File: src/hw/rtl/lasc_pkg.sv
// Package for the lookahead steering controller: shared types, constants and the
// CORDIC arctangent table. Used by the controller, datapath and top level; depends on nothing.
`default_nettype none
package lasc_pkg;

    localparam int MaxPathPoints = 256;
    localparam int CordicIters   = 15;

    localparam logic [1:0] OP_CLEAR  = 2'd0;
    localparam logic [1:0] OP_APPEND = 2'd1;
    localparam logic [1:0] OP_QUERY  = 2'd2;

    localparam logic [1:0] REG_LOOKAHEAD = 2'd0;
    localparam logic [1:0] REG_MAX_STEER = 2'd1;
    localparam logic [1:0] REG_GAIN      = 2'd2;
    localparam logic [1:0] REG_CRUISE    = 2'd3;

    // Commands from the controller to the datapath.
    typedef struct packed {
        logic query_start;  // latch pose, clear best trackers
        logic rd_issue;     // read waypoint at scan index
        logic pt_load;      // load registered waypoint, start CORDIC
        logic cordic_step;  // one CORDIC iteration
        logic pt_judge;     // compare and update best trackers
        logic fin_load;     // load chosen waypoint difference
        logic fin_scale;    // heading error magnitude and rate clamp
        logic fin_mul;      // speed scale and gain multiply
        logic fin_out;      // form result
    } lasc_cmd_t;

    typedef struct packed {
        logic have_any;
    } lasc_sts_t;

    // CORDIC angle table, atan(2^-i) in binary angle units.
    function automatic logic signed [15:0] atan_entry(input logic [3:0] i);
        logic signed [15:0] r;
        begin
            unique case (i)
                4'd0: r = 16'sd8192;
                4'd1: r = 16'sd4836;
                4'd2: r = 16'sd2555;
                4'd3: r = 16'sd1297;
                4'd4: r = 16'sd651;
                4'd5: r = 16'sd326;
                4'd6: r = 16'sd163;
                4'd7: r = 16'sd81;
                4'd8: r = 16'sd41;
                4'd9: r = 16'sd20;
                4'd10: r = 16'sd10;
                4'd11: r = 16'sd5;
                4'd12: r = 16'sd3;
                4'd13: r = 16'sd1;
                4'd14: r = 16'sd1;
                default: r = 16'sd0;
            endcase
            return r;
        end
    endfunction

endpackage
`default_nettype wire

File: src/hw/rtl/lasc_ctrl.sv
// Controller state machine of the lookahead steering controller.
// Depends on lasc_pkg; sequences the datapath over one query.
`default_nettype none
module lasc_ctrl #(
    parameter int IDX_W = 8,
    parameter int LEN_W = 9
) (
    input  wire logic                  clk,
    input  wire logic                  rst_n,
    input  wire logic                  start,
    input  wire logic [LEN_W-1:0]      path_len,
    input  wire lasc_pkg::lasc_sts_t   sts,
    input  wire logic                  out_taken,
    output lasc_pkg::lasc_cmd_t        cmd,
    output logic [IDX_W-1:0]           scan_idx,
    output logic                       busy,
    output logic                       out_valid
);

    typedef enum logic [9:0] {
        S_IDLE  = 10'b0000000001,
        S_READ  = 10'b0000000010,
        S_LOAD  = 10'b0000000100,
        S_CORD  = 10'b0000001000,
        S_JUDGE = 10'b0000010000,
        S_FLOAD = 10'b0000100000,
        S_FCORD = 10'b0001000000,
        S_FSCL  = 10'b0010000000,
        S_FMUL  = 10'b0100000000,
        S_OUT   = 10'b1000000000
    } state_t;

    state_t state_reg, state_next;
    logic [LEN_W-1:0] cnt_reg, cnt_next;
    logic [3:0] it_reg, it_next;
    logic ov_reg, ov_next;

    assign scan_idx  = cnt_reg[IDX_W-1:0];
    assign busy      = (state_reg != S_IDLE) || ov_reg;
    assign out_valid = ov_reg;

    // Next state and commands.
    always_comb
    begin
        state_next = state_reg;
        cnt_next   = cnt_reg;
        it_next    = it_reg;
        ov_next    = ov_reg && !out_taken;
        cmd        = '0;
        unique case (state_reg)
            S_IDLE:
            begin
                if (start && !ov_reg)
                begin
                    cmd.query_start = 1'b1;
                    cnt_next = '0;
                    state_next = (path_len == '0) ? S_FLOAD : S_READ;
                end
            end
            S_READ:
            begin
                cmd.rd_issue = 1'b1;
                state_next = S_LOAD;
            end
            S_LOAD:
            begin
                cmd.pt_load = 1'b1;
                it_next = '0;
                state_next = S_CORD;
            end
            S_CORD:
            begin
                cmd.cordic_step = 1'b1;
                it_next = it_reg + 4'd1;
                if (it_reg == 4'(lasc_pkg::CordicIters - 1))
                    state_next = S_JUDGE;
            end
            S_JUDGE:
            begin
                cmd.pt_judge = 1'b1;
                cnt_next = cnt_reg + 1'b1;
                state_next = (cnt_reg + 1'b1 >= path_len) ? S_FLOAD : S_READ;
            end
            S_FLOAD:
            begin
                cmd.fin_load = 1'b1;
                it_next = '0;
                state_next = S_FCORD;
            end
            S_FCORD:
            begin
                cmd.cordic_step = 1'b1;
                it_next = it_reg + 4'd1;
                if (it_reg == 4'(lasc_pkg::CordicIters - 1))
                    state_next = S_FSCL;
            end
            S_FSCL:
            begin
                cmd.fin_scale = 1'b1;
                state_next = S_FMUL;
            end
            S_FMUL:
            begin
                cmd.fin_mul = 1'b1;
                state_next = S_OUT;
            end
            S_OUT:
            begin
                cmd.fin_out = 1'b1;
                ov_next = 1'b1;
                state_next = S_IDLE;
            end
            default: state_next = S_IDLE;
        endcase
    end

    always_ff @(posedge clk or negedge rst_n)
    begin
        if (!rst_n)
        begin
            state_reg <= S_IDLE;
            cnt_reg   <= '0;
            it_reg    <= '0;
            ov_reg    <= 1'b0;
        end
        else
        begin
            state_reg <= state_next;
            cnt_reg   <= cnt_next;
            it_reg    <= it_next;
            ov_reg    <= ov_next;
        end
    end

    logic unused_sts;
    assign unused_sts = sts.have_any;

endmodule
`default_nettype wire

File: config.mk
export PLATFORM = sky130hd
export DESIGN_NAME = lasc_ctrl
export DESIGN_NICKNAME = d
export VERILOG_FILES = /design/src/hw/rtl/lasc_pkg.sv /design/src/hw/rtl/lasc_ctrl.sv
export SDC_FILE = /design/constraint.sdc
export NUM_CORES = 1
export LEC_CHECK = 0
export BUFFER_PORTS_ARGS = -buffer_cell sky130_fd_sc_hd__buf_4
export CORE_UTILIZATION = 40
export CTS_CLUSTER_SIZE = 14
export DETAILED_ROUTE_END_ITERATION = 10
export SETUP_SLACK_MARGIN = 0.1
export SYNTH_ARGS = -nofsm -noshare
export SYNTH_HDL_FRONTEND = slang
export SYNTH_SLANG_ARGS = --single-unit
export TNS_END_PERCENT = 100
File: constraint.sdc
create_clock -name clk -period 7.53 [get_ports clk]
set_input_delay 1.506 -clock clk [delete_from_list [all_inputs] [get_ports clk]]
set_output_delay 1.506 -clock clk [all_outputs]
set_load 0.01 [all_outputs]
==> impl_metrics.py <==
metrics = {
    "status": {
        "status": "complete, no violations",
    },
    "drt": {
        "wl_um": 3694,
        "avgViaCountPerCell": 5.449,
        "ant_nets": 0,
        "first_pass_iters": 4,
        "vias": 1395,
        "wl_per_cell_um": 14.43,
        "drtIter0Drc": 53,
        "drc_errors": 0,
    },
    "critical_path": {
        "worstPathArrival_ns": 2.18,
        "rr_startpoint": "cnt_reg[0]",
        "cp_max_fo": 11,
        "reg2reg_to": "state_reg[5]",
        "reg2regPathDepth": 11,
        "cp-start-kind": "flip-flop",
        "r2r_setup_slack_ns": 4.83,
        "crit_type": "reg -> out",
        "critPathCaptureType": "output port",
        "cp.required_ns": 6.02,
    },
    "synth": {
        "syn_inst": 184,
        "synth_edf_count": 0,
        "avgSynthCellArea_um2": 9.262,
        "synth_flop_cell": "dfrtp_1",
        "ys_warn_count": 0,
        "syn_area_mm2": 0.001704,
        "synth-simple-area-share": 0.2584,
        "yosysSeqAreaShare": 0.3532,
        "ys_seq_elements": 24,
        "synthXorXnorAreaFrac": 0.05653,
        "synth_top_family_by_area": "simple AND/OR/NAND/NOR gates",
        "synth_cell_type_count": 47,
        "synth_compound_gate_area_share": 0.1564,
        "synth.area.mux_share": 0,
        "synth-async-reset-ratio": 1.000,
        "syn_nets": 210,
        "synth-adder-area-share": 0.08811,
    },
    "timing": {
        "fmax_mhz": 271.6,
        "fin_crit_sh": 0.4890,
        "rsz0062_at_grt": "false",
        "slew_headroom": 0.6279,
        "setup_ws_ns": 3.848,
        "worst_hold_slack_ns": 0.5289,
        "hold_violations": 0,
        "setup_viol_count_final": 0,
        "drv_slew": 0,
        "fin_crit_ns": 3.682,
        "fin_skew_ns": 0.004124,
        "setup_tns_ns": 0,
        "max_slew.worst_pin.slew_ns": 0.5440,
    },
    "pwr": {
        "power_uw": 384.8,
        "ir_worst_vdd_uv": 139.1,
        "powerDensity_mw_per_mm2": 197.1,
        "leakage_nw": 1.025,
    },
    "grt": {
        "grt_first_pass_wirelength_um": 6092,
        "grt_overflow": 0,
        "grt_usage": 0.1801,
        "grt_pass1_vias": 1345,
        "grt_max_degree": 25,
        "antenna_found_initial": 0,
    },
    "cts": {
        "cts_tree": "built",
        "postCtsSetupBuffers": 0,
        "cts_made_buffers": 3,
        "cts_num_sinks": 24,
        "clkTransAtPathRegs_ns": 0.09,
        "htree_levels": 1,
        "cts_buffer_depth": 2,
        "cts_resized": 0,
        "ctsRootBufferMaster": "clkbuf_8",
        "ctsHoldBuffers": 0,
        "clkLatencyLatePin_ns": 0.27,
    },
    "floorplanning": {
        "rows": 23,
        "chipHeight_um": 67.27,
        "io-pin-count": 33,
        "core-area_mm2": 0.004058,
        "die_w_um": 67.27,
        "die_area_mm2": 0.004525,
        "start_util": 0.4200,
    },
    "flow_run": {
        "maxCapViolCount": 0,
    },
    "min_path": {
        "min_from": "cnt_reg[8]",
        "whs_path_depth": 1,
        "min-delay-path-class": "reg -> reg",
        "min_to": "cnt_reg[8]",
    },
    "place": {
        "io_buffers": 31,
        "hpwl_um": 2802,
        "placed_area_mm2": 0.001907,
        "place_ws_ns": 4.119,
        "gp_congestion": 0.8213,
    },
    "cells_and_area": {
        "area_growth_pct": 14.54,
        "fin_nets": 233,
        "fillCellCount": 388,
        "largest_reg_flops": 10,
        "drive_gt1_frac": 0.2233,
        "design_area_mm2": 0.001952,
        "diodes": 0,
    },
}
cell type report:
cell class | instances | area, µm² | area share
clock buffer | 4 | 45.04 | 0.02308
multi-input combinational | 132 | 953.4 | 0.4885
sequential | 24 | 601.8 | 0.3083
timing repair buffer | 31 | 232.7 | 0.1192
inverter | 15 | 56.30 | 0.02885
tap | 50 | 62.56 | 0.03205
Yosys cell counts (2+ instances only):
| master | number | area (µm²) |
|---|---|---|
| a21oi_1 | 3 | 15.01 |
| a2111o_1 | 2 | 22.52 |
| o21ai_0 | 15 | 75.07 |
| and3_1 | 3 | 18.77 |
| nand2_1 | 17 | 63.81 |
| nand3_1 | 7 | 35.03 |
| or3_1 | 3 | 18.77 |
| nor4_4 | 2 | 42.54 |
| nor4_1 | 3 | 18.77 |
| inv_1 | 15 | 56.30 |
| a21o_1 | 2 | 15.01 |
| nor2_1 | 14 | 52.55 |
| nor3_1 | 3 | 15.01 |
| dfrtp_1 | 23 | 575.6 |
| and4_2 | 2 | 20.02 |
| ha_1 | 12 | 150.1 |
| o21bai_1 | 2 | 15.01 |
| nand2b_1 | 2 | 12.51 |
| nand3b_1 | 2 | 15.01 |
| xor2_1 | 8 | 70.07 |
| buf_2 | 2 | 10.01 |
| buf_4 | 9 | 67.56 |
| nand4_1 | 2 | 12.51 |
| xnor2_1 | 3 | 26.28 |
| a22o_1 | 6 | 52.55 |
worst max-delay path by stage:
stage                             from      to  slack [ns]  depth (start not counted)
after global placement           start  cmd[8]        4.13                          3
after detailed placement         start  cmd[8]        4.12                          3
after global routing      state_reg[6]  cmd[4]        3.69                          4
after floorplan                  start  cmd[8]        4.35                          1
final                     state_reg[6]  cmd[4]        3.85                          4
after CTS                 state_reg[6]  cmd[4]        3.86                          4
report_power, final:
| group | total, mW | switching, mW | internal [mW] | leakage, nW |
|---|---|---|---|---|
| Sequential | 0.160 | 0.0180 | 0.142 | 0.330 |
| Clock | 0.0802 | 0.0424 | 0.0378 | 0.0228 |
| Combinational | 0.145 | 0.0802 | 0.0647 | 0.672 |
critical path, cell delays in order, from the launching register on:
cell	delay (ns)
dfrtp_1	0.48
nor3_1	0.46
nand4_1	0.36
inv_1	0.42
buf_4	0.20
logic make-up after synthesis:
family | Yosys count
compound gates | 37
xor+xnor | 11
fa+ha+maj | 12
buf+inv | 28
flops | 24
simple gates | 72
per-stage QoR:
| step | instances | utilization |
|---|---|---|
| 2_1_floorplan | 184 | - |
| 3_3_place_gp | 252 | 0.4699 |
| 3_5_place_dp | 252 | 0.4699 |
| 4_1_cts | 256 | 0.4810 |
| 5_1_grt | 256 | 0.4810 |
| 6_report | 256 | 0.4810 |
cells in the final DEF, fill, tap and decap left out, types with 3 or more instances in the layout:
| cell type | Yosys | final |
|---|---|---|
| nand3_1 | 7 | 7 |
| nor2_1 | 14 | 14 |
| dfrtp_1 | 23 | 23 |
| inv_1 | 15 | 15 |
| ha_1 | 12 | 12 |
| nor4_1 | 3 | 3 |
| a22o_1 | 6 | 6 |
| xnor2_1 | 3 | 3 |
| or3_1 | 3 | 3 |
| and3_1 | 3 | 3 |
| buf_4 | 9 | 31 |
| a21oi_1 | 3 | 3 |
| xor2_1 | 8 | 8 |
| clkbuf_8 | 0 | 3 |
| o21ai_0 | 15 | 15 |
| nor3_1 | 3 | 3 |
| nand2_1 | 17 | 17 |
per-layer routing:
layer  vias to the layer above  global-route usage  share of wire
li1                        688                   -              -
met1                       675              0.2279           0.45
met2                        30              0.3175           0.50
met3                         2             0.02027          0.041
met4                         0             0.05585         0.0051
met5                         -                   0              0
(Power assumes the default switching activity.)
